File: src/design/phr_pkg.sv
// ---------------------------------------------------------------------------
// phr_pkg
// Constants, types and helper functions of the pixel hue rotation block.
// ---------------------------------------------------------------------------
package phr_pkg;

   localparam int HUE_TURN   = 5760;
   localparam int HUE_SECTOR = 960;
   localparam int ONE12      = 4096;
   localparam int NUM_STAGES = 10;

   localparam int CHAN_W  = 8;
   localparam int HUE_W   = 13;
   localparam int FRAC_W  = 13;
   localparam int QUO_W   = 13;
   localparam int CSR_AW  = 3;
   localparam int CSR_DW  = 32;

   // floor(x / 15) == (x * DIV15_MUL) >> DIV15_SHIFT for x below 4096
   localparam int DIV15_MUL   = 17477;
   localparam int DIV15_SHIFT = 18;

   // floor(x / 255) == (x * DIV255_MUL) >> DIV255_SHIFT for x below 4387
   localparam int DIV255_MUL   = 4113;
   localparam int DIV255_SHIFT = 20;

   // register index, taken from csr_paddr[2]
   localparam logic REG_HUE_SHIFT = 1'b0;

   typedef struct packed {
      logic [HUE_W-1:0] base;
      logic             neg;
      logic             grey;
      logic             mx_zero;
   } hue_ctl_type;

   // one restoring division step: shift the remainder, subtract if it fits
   function automatic logic [CHAN_W:0] div_step(input logic [CHAN_W-1:0] rem,
                                                 input logic [CHAN_W-1:0] den);
      logic [CHAN_W:0] t;
      logic [CHAN_W:0] d;
      t = {rem, 1'b0};
      d = {1'b0, den};
      if (t >= d) begin
         return {1'b1, CHAN_W'(t - d)};
      end
      return {1'b0, t[CHAN_W-1:0]};
   endfunction

endpackage

File: src/design/phr_div.sv
// ---------------------------------------------------------------------------
// phr_div
// Three-stage restoring divider giving round(num * 4096 / den), num <= den.
// ---------------------------------------------------------------------------
module phr_div import phr_pkg::*; (
   input  logic              clock,
   input  logic [2:0]        adv,
   input  logic [CHAN_W-1:0] num,
   input  logic [CHAN_W-1:0] den,
   output logic [QUO_W-1:0]  quo
);

   logic [CHAN_W-1:0] rem_a_ff, rem_a_in, den_a_ff;
   logic [4:0]        quo_a_ff, quo_a_in;
   logic [CHAN_W-1:0] rem_b_ff, rem_b_in, den_b_ff;
   logic [8:0]        quo_b_ff, quo_b_in;
   logic [QUO_W-1:0]  quo_c_ff, quo_c_in;
   logic [CHAN_W:0]   step_a, step_b, step_c;
   logic [CHAN_W-1:0] rem_c;
   logic [13:0]       q14;
   logic [14:0]       q_round;

   // integer bit and four fraction bits
   always_comb begin
      step_a = '0;
      quo_a_in = '0;
      rem_a_in = num;
      if (num >= den) begin
         quo_a_in[4] = 1'b1;
         rem_a_in = num - den;
      end
      for (int i = 3; i >= 0; i--) begin
         step_a = div_step(rem_a_in, den);
         quo_a_in[i] = step_a[CHAN_W];
         rem_a_in = step_a[CHAN_W-1:0];
      end
   end

   always_comb begin
      step_b = '0;
      rem_b_in = rem_a_ff;
      quo_b_in = {quo_a_ff, 4'b0};
      for (int i = 3; i >= 0; i--) begin
         step_b = div_step(rem_b_in, den_a_ff);
         quo_b_in[i] = step_b[CHAN_W];
         rem_b_in = step_b[CHAN_W-1:0];
      end
   end

   // last five bits, then round half up by dropping the extra bit
   always_comb begin
      step_c = '0;
      rem_c = rem_b_ff;
      q14 = {quo_b_ff, 5'b0};
      for (int i = 4; i >= 0; i--) begin
         step_c = div_step(rem_c, den_b_ff);
         q14[i] = step_c[CHAN_W];
         rem_c = step_c[CHAN_W-1:0];
      end
      q_round = {1'b0, q14} + 15'd1;
      quo_c_in = q_round[13:1];
   end

   always_ff @(posedge clock) begin
      if (adv[0]) begin
         rem_a_ff <= rem_a_in;
         quo_a_ff <= quo_a_in;
         den_a_ff <= den;
      end
      if (adv[1]) begin
         rem_b_ff <= rem_b_in;
         quo_b_ff <= quo_b_in;
         den_b_ff <= den_a_ff;
      end
      if (adv[2]) begin
         quo_c_ff <= quo_c_in;
      end
   end

   assign quo = quo_c_ff;

endmodule

File: src/design/pixel_hue_rotation.sv
// ---------------------------------------------------------------------------
// pixel_hue_rotation
// RGBA pixel hue rotation through HSV, ten-stage pipeline.
// ---------------------------------------------------------------------------
// Pixels enter on the req_ stream (tdata: red, green, blue, alpha from bit 0)
// and leave on the rsp_ stream in the same packing, one result word per input
// word, in order. Alpha is carried through untouched.
// The hue offset is set through the csr_ port (register 0, hue_shift, in
// sixteenths of a degree); write it only while the pipeline is empty.
// One word enters every cycle while no stage is stalled; the hue and
// saturation dividers run as three pipelined stages of an integer compare
// and thirteen restoring steps, the value comes from a reciprocal
// multiplication, and the back conversion uses one multiplier stage, with a
// 20 x 13 product for the 1 - S term and 20 x 22 products for the others.
// Each stage advances when it is empty or the stage after it advances, so
// a stalled receiver first lets bubbles close up and then drops req_tready.
// Reset empties the pipeline and clears hue_shift to zero.
module pixel_hue_rotation import phr_pkg::*; (
   input  logic              clock,
   input  logic              reset,
   // req_tdata: red_in, green_in, blue_in, alpha_in (from bit 0)
   input  logic              req_tvalid,
   output logic              req_tready,
   input  logic [31:0]       req_tdata,
   // rsp_tdata: red_out, green_out, blue_out, alpha_out (from bit 0)
   output logic              rsp_tvalid,
   input  logic              rsp_tready,
   output logic [31:0]       rsp_tdata,
   input  logic              csr_psel,
   input  logic              csr_penable,
   input  logic              csr_pwrite,
   input  logic [CSR_AW-1:0] csr_paddr,
   input  logic [CSR_DW-1:0] csr_pwdata,
   output logic [CSR_DW-1:0] csr_prdata,
   output logic              csr_pready
);

   logic [HUE_W-1:0]      shift_ff;
   logic [NUM_STAGES-1:0] valid_ff;
   logic [NUM_STAGES-1:0] en;
   logic [CHAN_W-1:0]     alpha_ff [NUM_STAGES];

   // stage 0
   logic [CHAN_W-1:0] red, green, blue, mx, mn, chan_c;
   logic [CHAN_W-1:0] hx0_ff, d0_ff, mx0_ff;
   hue_ctl_type       ctl_in;
   hue_ctl_type       ctl_ff [4];

   // dividers
   logic [QUO_W-1:0]  q_hue, q_sat, q_val;

   // value
   logic [HUE_W-1:0]  val_y;
   logic [25:0]       val_prod;
   logic [QUO_W-1:0]  val1_in, val1_ff, val2_ff, val3_ff;

   // stage 4
   logic [10:0]       qh;
   logic [16:0]       q15;
   logic [HUE_W:0]    hue, hsum4_in, hsum4_ff;
   logic [FRAC_W-1:0] s4_in, s4_ff, v4_ff;

   // stage 5
   logic [HUE_W-1:0]  hm;
   logic [2:0]        sec5_in, sec5_ff;
   logic [9:0]        rem5_ff;
   logic [HUE_W-1:0]  rem5_full;
   logic [FRAC_W-1:0] s5_ff;
   logic [20:0]       a5_full;
   logic [19:0]       a5_ff;

   // stage 6
   logic [22:0]       sr_y, sr_z;
   logic [9:0]        rem_inv;
   logic [FRAC_W-1:0] tx6_ff;
   logic [21:0]       ty6_ff, tz6_ff;
   logic [19:0]       a6_ff, vv_sum;
   logic [CHAN_W-1:0] vv6_ff, vv7_ff, vv8_ff;
   logic [2:0]        sec6_ff, sec7_ff, sec8_ff;

   // stage 7 and 8
   logic [32:0]       px7_ff;
   logic [41:0]       py7_ff, pz7_ff;
   logic [33:0]       px_sum;
   logic [42:0]       py_sum, pz_sum;
   logic [CHAN_W-1:0] vx8_ff;
   logic [11:0]       my8_ff, mz8_ff;

   // stage 9
   logic [26:0]       vy_prod, vz_prod;
   logic [CHAN_W-1:0] vy, vz;
   logic [CHAN_W-1:0] red9_in, green9_in, blue9_in;
   logic [CHAN_W-1:0] red9_ff, green9_ff, blue9_ff;

   // ------------------------------------------------------------------
   // configuration
   assign csr_pready = 1'b1;
   assign csr_prdata = (csr_paddr[2] == REG_HUE_SHIFT) ?
                       {{(CSR_DW-HUE_W){1'b0}}, shift_ff} : '0;

   always_ff @(posedge clock) begin
      if (reset) begin
         shift_ff <= '0;
      end else if (csr_psel && csr_penable && csr_pwrite && csr_pready &&
                   csr_paddr[2] == REG_HUE_SHIFT) begin
         shift_ff <= csr_pwdata[HUE_W-1:0];
      end
   end

   // ------------------------------------------------------------------
   // pipeline control
   always_comb begin
      en[NUM_STAGES-1] = !valid_ff[NUM_STAGES-1] || rsp_tready;
      for (int i = NUM_STAGES - 2; i >= 0; i--) begin
         en[i] = !valid_ff[i] || en[i+1];
      end
   end

   assign req_tready = en[0];
   assign rsp_tvalid = valid_ff[NUM_STAGES-1];
   assign rsp_tdata  = {alpha_ff[NUM_STAGES-1], blue9_ff, green9_ff, red9_ff};

   always_ff @(posedge clock) begin
      if (reset) begin
         valid_ff <= '0;
      end else begin
         if (en[0]) begin
            valid_ff[0] <= req_tvalid;
         end
         for (int i = 1; i < NUM_STAGES; i++) begin
            if (en[i]) begin
               valid_ff[i] <= valid_ff[i-1];
            end
         end
      end
   end

   always_ff @(posedge clock) begin
      if (en[0]) begin
         alpha_ff[0] <= req_tdata[31:24];
      end
      for (int i = 1; i < NUM_STAGES; i++) begin
         if (en[i]) begin
            alpha_ff[i] <= alpha_ff[i-1];
         end
      end
   end

   // ------------------------------------------------------------------
   // stage 0: max, min and hue sector
   always_comb begin
      red   = req_tdata[7:0];
      green = req_tdata[15:8];
      blue  = req_tdata[23:16];
      mx = red;
      mn = red;
      if (green > mx) mx = green;
      if (blue > mx)  mx = blue;
      if (green < mn) mn = green;
      if (blue < mn)  mn = blue;
      ctl_in.grey    = (mx == mn);
      ctl_in.mx_zero = (mx == '0);
      if (red == mx) begin
         if (green == mn) begin
            ctl_in.base = HUE_W'(5 * HUE_SECTOR);
            ctl_in.neg  = 1'b0;
            chan_c      = blue;
         end else begin
            ctl_in.base = HUE_W'(HUE_SECTOR);
            ctl_in.neg  = 1'b1;
            chan_c      = green;
         end
      end else if (green == mx) begin
         if (blue == mn) begin
            ctl_in.base = HUE_W'(HUE_SECTOR);
            ctl_in.neg  = 1'b0;
            chan_c      = red;
         end else begin
            ctl_in.base = HUE_W'(3 * HUE_SECTOR);
            ctl_in.neg  = 1'b1;
            chan_c      = blue;
         end
      end else if (red == mn) begin
         ctl_in.base = HUE_W'(3 * HUE_SECTOR);
         ctl_in.neg  = 1'b0;
         chan_c      = green;
      end else begin
         ctl_in.base = HUE_W'(5 * HUE_SECTOR);
         ctl_in.neg  = 1'b1;
         chan_c      = red;
      end
   end

   always_ff @(posedge clock) begin
      if (en[0]) begin
         hx0_ff    <= mx - chan_c;
         d0_ff     <= mx - mn;
         mx0_ff    <= mx;
         ctl_ff[0] <= ctl_in;
      end
      for (int i = 1; i < 4; i++) begin
         if (en[i]) begin
            ctl_ff[i] <= ctl_ff[i-1];
         end
      end
   end

   // ------------------------------------------------------------------
   // stages 1 to 3: hue quotient and saturation
   phr_div u_div_hue (
      .clock (clock),
      .adv   (en[3:1]),
      .num   (hx0_ff),
      .den   (d0_ff),
      .quo   (q_hue)
   );

   phr_div u_div_sat (
      .clock (clock),
      .adv   (en[3:1]),
      .num   (d0_ff),
      .den   (mx0_ff),
      .quo   (q_sat)
   );

   // value: 16 max + round(16 max / 255), then hold in step with the dividers
   always_comb begin
      val_y    = HUE_W'({mx0_ff, 4'b0}) + HUE_W'(127);
      val_prod = 26'(val_y) * 26'(DIV255_MUL);
      val1_in  = QUO_W'({mx0_ff, 4'b0}) +
                 QUO_W'(val_prod[DIV255_SHIFT+4:DIV255_SHIFT]);
   end

   always_ff @(posedge clock) begin
      if (en[1]) begin
         val1_ff <= val1_in;
      end
      if (en[2]) begin
         val2_ff <= val1_ff;
      end
      if (en[3]) begin
         val3_ff <= val2_ff;
      end
   end

   assign q_val = val3_ff;

   // ------------------------------------------------------------------
   // stage 4: hue in sixteenths of a degree plus the offset
   always_comb begin
      q15 = {q_hue, 4'b0} - {4'b0, q_hue} + 17'd32;
      qh  = q15[16:6];
      if (ctl_ff[3].neg) begin
         hue = {1'b0, ctl_ff[3].base} - {3'b0, qh};
      end else begin
         hue = {1'b0, ctl_ff[3].base} + {3'b0, qh};
      end
      if (hue > (HUE_W+1)'(HUE_TURN)) begin
         hue = (HUE_W+1)'(HUE_TURN);
      end
      if (ctl_ff[3].grey) begin
         hue = '0;
      end
      hsum4_in = hue + {1'b0, shift_ff};
      s4_in = ctl_ff[3].mx_zero ? '0 : q_sat;
   end

   always_ff @(posedge clock) begin
      if (en[4]) begin
         hsum4_ff <= hsum4_in;
         s4_ff    <= s4_in;
         v4_ff    <= q_val;
      end
   end

   // ------------------------------------------------------------------
   // stage 5: wrap at a full turn, split into sector and remainder
   always_comb begin
      if (hsum4_ff >= (HUE_W+1)'(2 * HUE_TURN)) begin
         hm = HUE_W'(hsum4_ff - (HUE_W+1)'(2 * HUE_TURN));
      end else if (hsum4_ff >= (HUE_W+1)'(HUE_TURN)) begin
         hm = HUE_W'(hsum4_ff - (HUE_W+1)'(HUE_TURN));
      end else begin
         hm = hsum4_ff[HUE_W-1:0];
      end
      sec5_in = '0;
      for (int k = 1; k < 6; k++) begin
         if (hm >= HUE_W'(k * HUE_SECTOR)) begin
            sec5_in = 3'(k);
         end
      end
      rem5_full = hm - HUE_W'(HUE_W'(sec5_in) * HUE_W'(HUE_SECTOR));
      a5_full = {v4_ff, 8'b0} - {8'b0, v4_ff};
   end

   always_ff @(posedge clock) begin
      if (en[5]) begin
         sec5_ff <= sec5_in;
         rem5_ff <= rem5_full[9:0];
         s5_ff   <= s4_ff;
         a5_ff   <= a5_full[19:0];
      end
   end

   // ------------------------------------------------------------------
   // stage 6: the 1 - S, 1 - S F and 1 - S (1 - F) terms
   always_comb begin
      rem_inv = 10'(HUE_SECTOR) - rem5_ff;
      sr_y = 23'(s5_ff) * 23'(rem5_ff);
      sr_z = 23'(s5_ff) * 23'(rem_inv);
      vv_sum = a5_ff + 20'd2048;
   end

   always_ff @(posedge clock) begin
      if (en[6]) begin
         tx6_ff  <= FRAC_W'(ONE12) - s5_ff;
         ty6_ff  <= 22'(23'(ONE12 * HUE_SECTOR) - sr_y);
         tz6_ff  <= 22'(23'(ONE12 * HUE_SECTOR) - sr_z);
         a6_ff   <= a5_ff;
         vv6_ff  <= vv_sum[19:12];
         sec6_ff <= sec5_ff;
      end
   end

   // ------------------------------------------------------------------
   // stage 7: products
   always_ff @(posedge clock) begin
      if (en[7]) begin
         px7_ff  <= 33'(a6_ff) * 33'(tx6_ff);
         py7_ff  <= 42'(a6_ff) * 42'(ty6_ff);
         pz7_ff  <= 42'(a6_ff) * 42'(tz6_ff);
         vv7_ff  <= vv6_ff;
         sec7_ff <= sec6_ff;
      end
   end

   // ------------------------------------------------------------------
   // stage 8: round and scale down by powers of two
   always_comb begin
      px_sum = {1'b0, px7_ff} + 34'(1 << 23);
      py_sum = {1'b0, py7_ff} + (43'(HUE_SECTOR / 2) << 24);
      pz_sum = {1'b0, pz7_ff} + (43'(HUE_SECTOR / 2) << 24);
   end

   always_ff @(posedge clock) begin
      if (en[8]) begin
         vx8_ff  <= px_sum[31:24];
         my8_ff  <= py_sum[41:30];
         mz8_ff  <= pz_sum[41:30];
         vv8_ff  <= vv7_ff;
         sec8_ff <= sec7_ff;
      end
   end

   // ------------------------------------------------------------------
   // stage 9: divide by fifteen and place by sector
   always_comb begin
      vy_prod = 27'(my8_ff) * 27'(DIV15_MUL);
      vz_prod = 27'(mz8_ff) * 27'(DIV15_MUL);
      vy = vy_prod[DIV15_SHIFT+7:DIV15_SHIFT];
      vz = vz_prod[DIV15_SHIFT+7:DIV15_SHIFT];
      case (sec8_ff)
         3'd0: begin
            red9_in = vv8_ff; green9_in = vz;     blue9_in = vx8_ff;
         end
         3'd1: begin
            red9_in = vy;     green9_in = vv8_ff; blue9_in = vx8_ff;
         end
         3'd2: begin
            red9_in = vx8_ff; green9_in = vv8_ff; blue9_in = vz;
         end
         3'd3: begin
            red9_in = vx8_ff; green9_in = vy;     blue9_in = vv8_ff;
         end
         3'd4: begin
            red9_in = vz;     green9_in = vx8_ff; blue9_in = vv8_ff;
         end
         default: begin
            red9_in = vv8_ff; green9_in = vx8_ff; blue9_in = vy;
         end
      endcase
   end

   always_ff @(posedge clock) begin
      if (en[9]) begin
         red9_ff   <= red9_in;
         green9_ff <= green9_in;
         blue9_ff  <= blue9_in;
      end
   end

endmodule

File: config.mk
export PLATFORM = sky130hd
export DESIGN_NAME = pixel_hue_rotation
export DESIGN_NICKNAME = d
export VERILOG_FILES = /design/src/design/phr_pkg.sv /design/src/design/phr_div.sv /design/src/design/pixel_hue_rotation.sv
export SDC_FILE = /design/constraint.sdc
export NUM_CORES = 2
export LEC_CHECK = 0
export BUFFER_PORTS_ARGS = -buffer_cell sky130_fd_sc_hd__buf_2
export CAP_MARGIN = 20
export CELL_PAD_IN_SITES_DETAIL_PLACEMENT = 1
export CELL_PAD_IN_SITES_GLOBAL_PLACEMENT = 2
export CORE_AREA = 2 2 422 424
export CTS_BUF_LIST = sky130_fd_sc_hd__clkbuf_4
export CTS_CLUSTER_SIZE = 24
export DETAILED_ROUTE_END_ITERATION = 12
export DIE_AREA = 0 0 424 426
export GPL_TIMING_DRIVEN = 0
export PLACE_DENSITY = 0.92
export RECOVER_POWER = 25
export SYNTH_ARGS = -nofsm -noshare
export SYNTH_HDL_FRONTEND = slang
export SYNTH_SLANG_ARGS = --single-unit
File: constraint.sdc
create_clock -name clock -period 30.8 [get_ports clock]
set_input_delay 1.54 -clock clock [delete_from_list [all_inputs] [get_ports clock]]
set_output_delay 1.54 -clock clock [all_outputs]
set_load 0.01 [all_outputs]
; ---- Word-level counts from Yosys, hierarchy flattened
; Memory sizes are Yosys's and may differ from the RTL's.
; Index checks and enable logic that the tools add are counted.
[op_classes]
n_lt_le_gt_ge = 40
multipliers = 9
reduce_logical = 29
bitwise_logic = 1
mux = 130
addsub = 51
eq_ne = 10
[op_table]
columns = op, count
row1 = 2-to-1 mux 9 bit, 36
row2 = subtractor 8 bit, 30
row3 = greater-or-equal comparator 9 x 8 -> 1 bit, 26
row4 = 2-to-1 mux 8 bit, 27
row5 = 2-to-1 mux 14 bit, 7
row6 = "adder 42 x 33 -> 42 bit, second input constant", 2
row7 = multiplier 20 x 22 -> 42 bit, 2
row8 = one-hot mux 8 bit (3 select lines), 3
row9 = "multiplier 12 x 15 -> 26 bit, second input constant", 2
row10 = 2-to-1 mux 13 bit, 4
row11 = 2-to-1 mux 1 bit, 49
row12 = equality test 8 bit, 6
row13 = multiplier 13 x 10 -> 22 bit, 2
row14 = "subtractor 22 bit, first input constant", 2
row15 = "adder 32 x 24 -> 32 bit, second input constant", 1
row16 = multiplier 20 x 13 -> 32 bit, 1
row17 = "adder 14 x 1 -> 14 bit, second input constant", 2
row18 = "greater-or-equal comparator 13 x 12 -> 1 bit, second input constant", 2
row19 = "multiplier 13 x 13 -> 25 bit, second input constant", 1
row20 = "adder 20 x 12 -> 20 bit, second input constant", 1
row21 = subtractor 20 x 13 -> 20 bit, 1
row22 = "adder 17 x 6 -> 17 bit, second input constant", 1
row23 = subtractor 17 x 13 -> 17 bit, 1
row24 = greater-or-equal comparator 8 bit, 2
row25 = 30 further kinds, 59
[word_totals]
regBits = 572
ram_bits = 144
word_cells = 349
output_inout_bits = 67
memories = 2
[mem_list]
columns = memory, words, width, read_ports, rd_ports_with_merged_regs, write_ports, line_no
row1 = alpha_ff, 10, 8, 10, 0, 10, pixel_hue_rotation.sv:41  ; logic [CHAN_W-1:0] alpha_ff [NUM_STAGES];
row2 = ctl_ff, 4, 16, 4, 0, 4, pixel_hue_rotation.sv:47  ; hue_ctl_type ctl_ff [4];

; ---- Longest topological paths before layout
[logic_depth]
word_depth = 16
depth_mapped = 62
mapped_depth_nobuf = 60

; ---- Modules after synthesis
; Synthesis repeated with hierarchy kept, for this count alone.
[unflattened]
cells_unflattened = 8757
hier_area_um2 = 84841.4
[modules_own_cells]
columns = module, area_each_um2, n_inst, cells_per_inst, seq_area_each_um2
row1 = pixel_hue_rotation, 69276.4, 1, 7039, 14183.6
row2 = phr_div, 7782.5, 2, 859, 1771.7

; ---- Worst setup path after synthesis
; Ideal clock, no wire load.
[synth_timing]
path_type = register -> register
from = reg d0_ff[0]
to = reg u_div_sat.rem_a_ff[2], data pin
t_arrival_ps = 11652
setup_time_ps = 275
n_path_buf = 6
setup_slack_ps = 18873
synth_period_minus_slack_ps = 11927
path_stages_with_launch = 60
cell_sequence = edfxtp_1 -> buf_2 -> inv_1 -> ha_1 -> inv_1 -> fa_1 -> a21o_1 -> a21oi_1 -> o21ai_1 -> a211o_1 -> o31a_1 -> clkbuf_1 -> a21oi_1 -> ha_1 -> nor2b_1 -> o21ai_0 -> a21boi_0 -> o21ai_0 -> (+24 left out) -> inv_1 -> o2bb2ai_1 -> buf_2 -> nor2_1 -> ha_1 -> nor2b_1 -> o21ai_0 -> a21boi_0 -> o21ai_0 -> a21boi_0 -> o21ai_0 -> nand2b_1 -> o22a_1 -> or4_1 -> o41a_1 -> o21ai_2 -> or3_1 -> o2111ai_1
[synth_via]
elab_chain_len = 14
word_cells_on_any_way = 23
[synth_rtl]
columns = item, line_no
row1 = start: declaration, pixel_hue_rotation.sv:45  ; logic [CHAN_W-1:0] hx0_ff, d0_ff, mx0_ff;
row2 = start signal: assignment, pixel_hue_rotation.sv:197  ; d0_ff <= mx - mn;
row3 = subtractor 8 bit or greater-or-equal comparator 8 bit (tied branches), "phr_div.sv:30, phr_div.sv:28"
row4 = 2-to-1 mux 8 bit *, phr_div.sv:28  ; if (num >= den) begin
row5 = subtractor 8 bit or greater-or-equal comparator 9 x 8 -> 1 bit (tied branches), "phr_pkg.sv:45, phr_pkg.sv:44"
row6 = 2-to-1 mux 9 bit or 2-to-1 mux 1 bit (tied branches), phr_pkg.sv:44  ; if (t >= d) begin
row7 = 2-to-1 mux 8 bit *, phr_pkg.sv:47  ; return {1'b0, t[CHAN_W-1:0]};
row8 = greater-or-equal comparator 9 x 8 -> 1 bit or subtractor 8 bit (tied branches), "phr_pkg.sv:44, phr_pkg.sv:45"
row9 = 2-to-1 mux 1 bit or 2-to-1 mux 9 bit (tied branches), phr_pkg.sv:44
row10 = 2-to-1 mux 8 bit *, phr_pkg.sv:47
row11 = subtractor 8 bit or greater-or-equal comparator 9 x 8 -> 1 bit (tied branches), "phr_pkg.sv:45, phr_pkg.sv:44"
row12 = 2-to-1 mux 9 bit or 2-to-1 mux 1 bit (tied branches), phr_pkg.sv:44
row13 = 2-to-1 mux 8 bit *, phr_pkg.sv:47
row14 = subtractor 8 bit or greater-or-equal comparator 9 x 8 -> 1 bit (tied branches), "phr_pkg.sv:45, phr_pkg.sv:44"
row15 = 2-to-1 mux 9 bit or 2-to-1 mux 1 bit (tied branches), phr_pkg.sv:44
row16 = 2-to-1 mux 8 bit *, phr_pkg.sv:47
row17 = net u_div_sat.step_a[2], phr_div.sv:18  ; logic [CHAN_W:0] step_a, step_b, step_c;
row18 = end signal: assignment, phr_div.sv:66  ; rem_a_ff <= rem_a_in;
row19 = end: declaration, phr_div.sv:13  ; logic [CHAN_W-1:0] rem_a_ff, rem_a_in, den_a_ff;
; Mark *: on every way through the listed nets, which the timed path passes. The rest lies on a longest branch. The select of a mux whose other input is x is not followed.
; A chain may end at the register's enable or synchronous reset.

; ---- Worst setup path in the final report
; Same ends and word-level chain as after synthesis.

==> flow_metrics.py <==
metrics = {
    "outcome": {
        "outcome": "complete, no violations",
    },
    "worst_setup_path": {
        "start_kind": "flop",
        "required_ns": 31.59,
        "cp_max_fo": 10,
        "slowest_delay_ns": 0.55,
        "critPathSlowestCell": "or4_1",
        "critPathBufInv": 9,
        "critical_path_class": "reg -> reg",
        "crit_arrival_ns": 15.89,
        "r2r_setup_slack_ns": 15.70,
        "ff2ff_path_depth": 60,
        "critPathMostFrequentCell": "o21ai_0",
        "r2r-start": "d0_ff[0]",
        "path_delay_family": "compound AO/OA/AOI/OAI gates",
        "timing.rr.end": "u_div_sat.rem_a_ff[2]",
        "end_kind": "flop",
    },
    "worst_hold_path": {
        "hold_path_class": "reg -> reg",
        "hold_end": "u_div_sat.quo_b_ff[6]",
        "worstHoldStart": "u_div_sat.quo_a_ff[2]",
        "hold_depth": 0,
    },
    "clock_network": {
        "cts.repair.resized": 0,
        "post_cts_buffers": 0,
        "clkLatencyLatePin_ns": 1.08,
        "h-tree-depth": 4,
        "clk_pin_slew_ns": 0.07,
        "cts_root_buffer": "clkbuf_4",
        "cts.sinks": 598,
        "clock_path_buffers": 3,
        "postCtsHoldBufs": 0,
        "numCtsBuffers": 160,
        "cts_tree": "built",
    },
    "drt": {
        "drc": 0,
        "m1WireLength_mm": 97.7,
        "top_layer": "met5",
        "met3_length_mm": 10.6,
        "viasPerCell": 5.48,
        "met2_length_mm": 127,
        "dr_total_vias": 61700,
        "wl_per_cell_um": 22.2,
        "drtAntennaViolNets": 0,
        "dr.pass1.iters": 5,
        "dr.first_iter.drc_count": 3287,
        "drt-total-wl_mm": 250,
    },
    "cells_and_area": {
        "multiInputGateArea_sq_mm": 0.0578,
        "drive_above_1_share": 0.0599,
        "area_growth_pct": 7.16,
        "fin_nets": 10900,
        "final_common_cell": "inv_1",
        "seqCellArea_sq_mm": 0.0177,
        "nFillCells": 20200,
        "final_cell_mix": "inv_1 (1474), fa_1 (1135), nand2_1 (1093)",
    },
    "placed_design": {
        "gp_congestion": 0.927,
        "portBuffers": 95,
        "hpwl_mm": 207,
    },
    "global_routing": {
        "antenna_found_initial": 5,
        "grt_pass1_vias": 70000,
        "grt_max_degree": 65,
        "grt_pass1_wl_mm": 391,
        "track_usage": 0.281,
        "grt_overflow": 0,
    },
    "sta": {
        "fin_skew_ns": 0.0730,
        "setup_viol": 0,
        "relSlewSlack": 0.0445,
        "period_needed_ns": 15.10,
        "tns_ns": 0,
        "finalHoldViolCount": 0,
        "maxSlewViolCount": 0,
        "rsz0062_at_grt": "false",
        "worstMarginPinSlew_ns": 1.43,
        "min_period_over_period": 0.490,
        "max_freq_mhz": 66.2,
    },
    "job": {
        "cap_viol_max_count": 0,
    },
    "synth": {
        "synth.cell_area_sq_mm": 0.0825,
        "synth_cells": 8488,
        "synth-edff-count": 575,
        "async_reset_ff_frac": 0,
        "ys_ff_latch": 598,
        "synthFlopType": "edfxtp_1",
        "synth.avg_cell_area_sq_um": 9.72,
        "synth.distinct_cells": 104,
        "ys_warn_count": 0,
        "synth-seq-area-share": 0.215,
    },
    "die": {
        "die_w_um": 424,
        "placementRows": 154,
        "core_sq_mm": 0.176,
        "io_pins": 141,
        "dieArea_sq_mm": 0.181,
        "initial_core_util": 0.469,
        "fp.dieH_um": 426,
    },
}
==> synthesized netlist by cell type (35+ instances only) <==
cell type  count  area, sq um
a21oi_1      239         1200
xor2_1       117         1020
o31ai_1       35          263
and3_1        37          231
fa_1        1135        22700
o21a_1        47          353
clkbuf_1     336         1260
a21boi_0      48          360
xnor2_1      276         2420
nand3_1       60          300
nand2b_1      58          363
nor3_1        65          325
nor2b_1       98          613
mux2_2        85          957
o21ai_0      230         1150
nand4_1       50          313
edfxtp_1     575        17300
and2_1       556         3480
nor2_1       325         1220
nand2_1     1096         4110
a21o_1       110          826
inv_1       1477         5540
ha_1         951        11900
mux2i_1       49          490
==> worst max-delay path by stage <==
stage	from	endpoint	slack (ns)	depth (start not counted)
floorplan	d0_ff[0]	u_div_sat.rem_a_ff[2]	18.87	59
global placement	d0_ff[0]	u_div_sat.rem_a_ff[2]	16.53	59
detailed placement	d0_ff[0]	u_div_sat.rem_a_ff[2]	15.89	59
CTS	d0_ff[0]	u_div_sat.rem_a_ff[2]	15.83	60
global route	d0_ff[0]	u_div_sat.rem_a_ff[2]	14.48	59
finish	d0_ff[0]	u_div_sat.rem_a_ff[2]	15.70	60
==> worst register-to-register path, delay by kind of cell (launching register included) <==
| family | cells | cell delay (ns) |
|---|---|---|
| AOI/OAI and AO/OA | 34 | 7.63 |
| and+or+nand+nor | 11 | 2.72 |
| buffers and inverters | 9 | 2.05 |
| adders and majority gates | 6 | 1.90 |
| DFF | 1 | 0.53 |
==> logic make-up (layout without fill, tap and decap cells) <==
kind of cell / after synthesis / in the layout / share of synthesized area
muxes: 134 / 134 / 0.0176
DFF: 598 / 598 / 0.215
xor gates and xnor gates: 396 / 396 / 0.0425
buffers and inverters: 1855 / 2251 / 0.0855
other: 2 / 32 / 0.0000911
AOI/OAI and AO/OA: 968 / 968 / 0.0773
and+or+nand+nor: 2448 / 2448 / 0.142
adders and majority gates: 2087 / 2087 / 0.420
==> flip-flops by register name (all words and copies together), names as in the netlist, 13 cells and up <==
name,flops
tx6_ff,13
s5_ff,13
shift_ff,13
q_val,13
s4_ff,13
a5_ff,20
pz7_ff,13
py7_ff,13
v4_ff,13
val2_ff,13
hsum4_ff,14
ty6_ff,22
tz6_ff,21
ctl_ff,28
val1_ff,13
alpha_ff,80
u_div_hue.quo,13
u_div_sat.quo,13
a6_ff,20
==> routing by layer <==
| metal | global-route usage | up-vias |
|---|---|---|
| li1 | - | 27800 |
| met1 | 0.327 | 31800 |
| met3 | 0.0360 | 577 |
| met2 | 0.502 | 1530 |
| met5 | 0 | - |
| met4 | 0.149 | 2 |
==> area by class of cell <==
cell class	count	share of cell area
clock inverters	65	0.00486
well taps	2340	0.0331
repair buffers	113	0.00879
plain buffers	375	0.0169
diodes	12	0.000340
flip-flops and latches	598	0.201
clock buffers	218	0.0185
multi-input cells	6053	0.654
inverters	1480	0.0629
==> metrics by stage <==
stage	instance area [sq um]	cells	utilization	hold WS, ns	setup slack [ns]
after floorplan	82500	8506	-	0.400	18.87
after global placement	85900	10900	0.489	0.401	16.53
after detailed placement	86300	11000	0.491	0.406	15.89
after CTS	88300	11200	0.503	0.375	15.83
after global routing	88400	11200	0.503	0.395	14.48
final	88400	11300	0.503	0.390	15.70
Power is not shown: default switching activity piles up to over one toggle a cycle in this logic, so the estimate is an artifact.
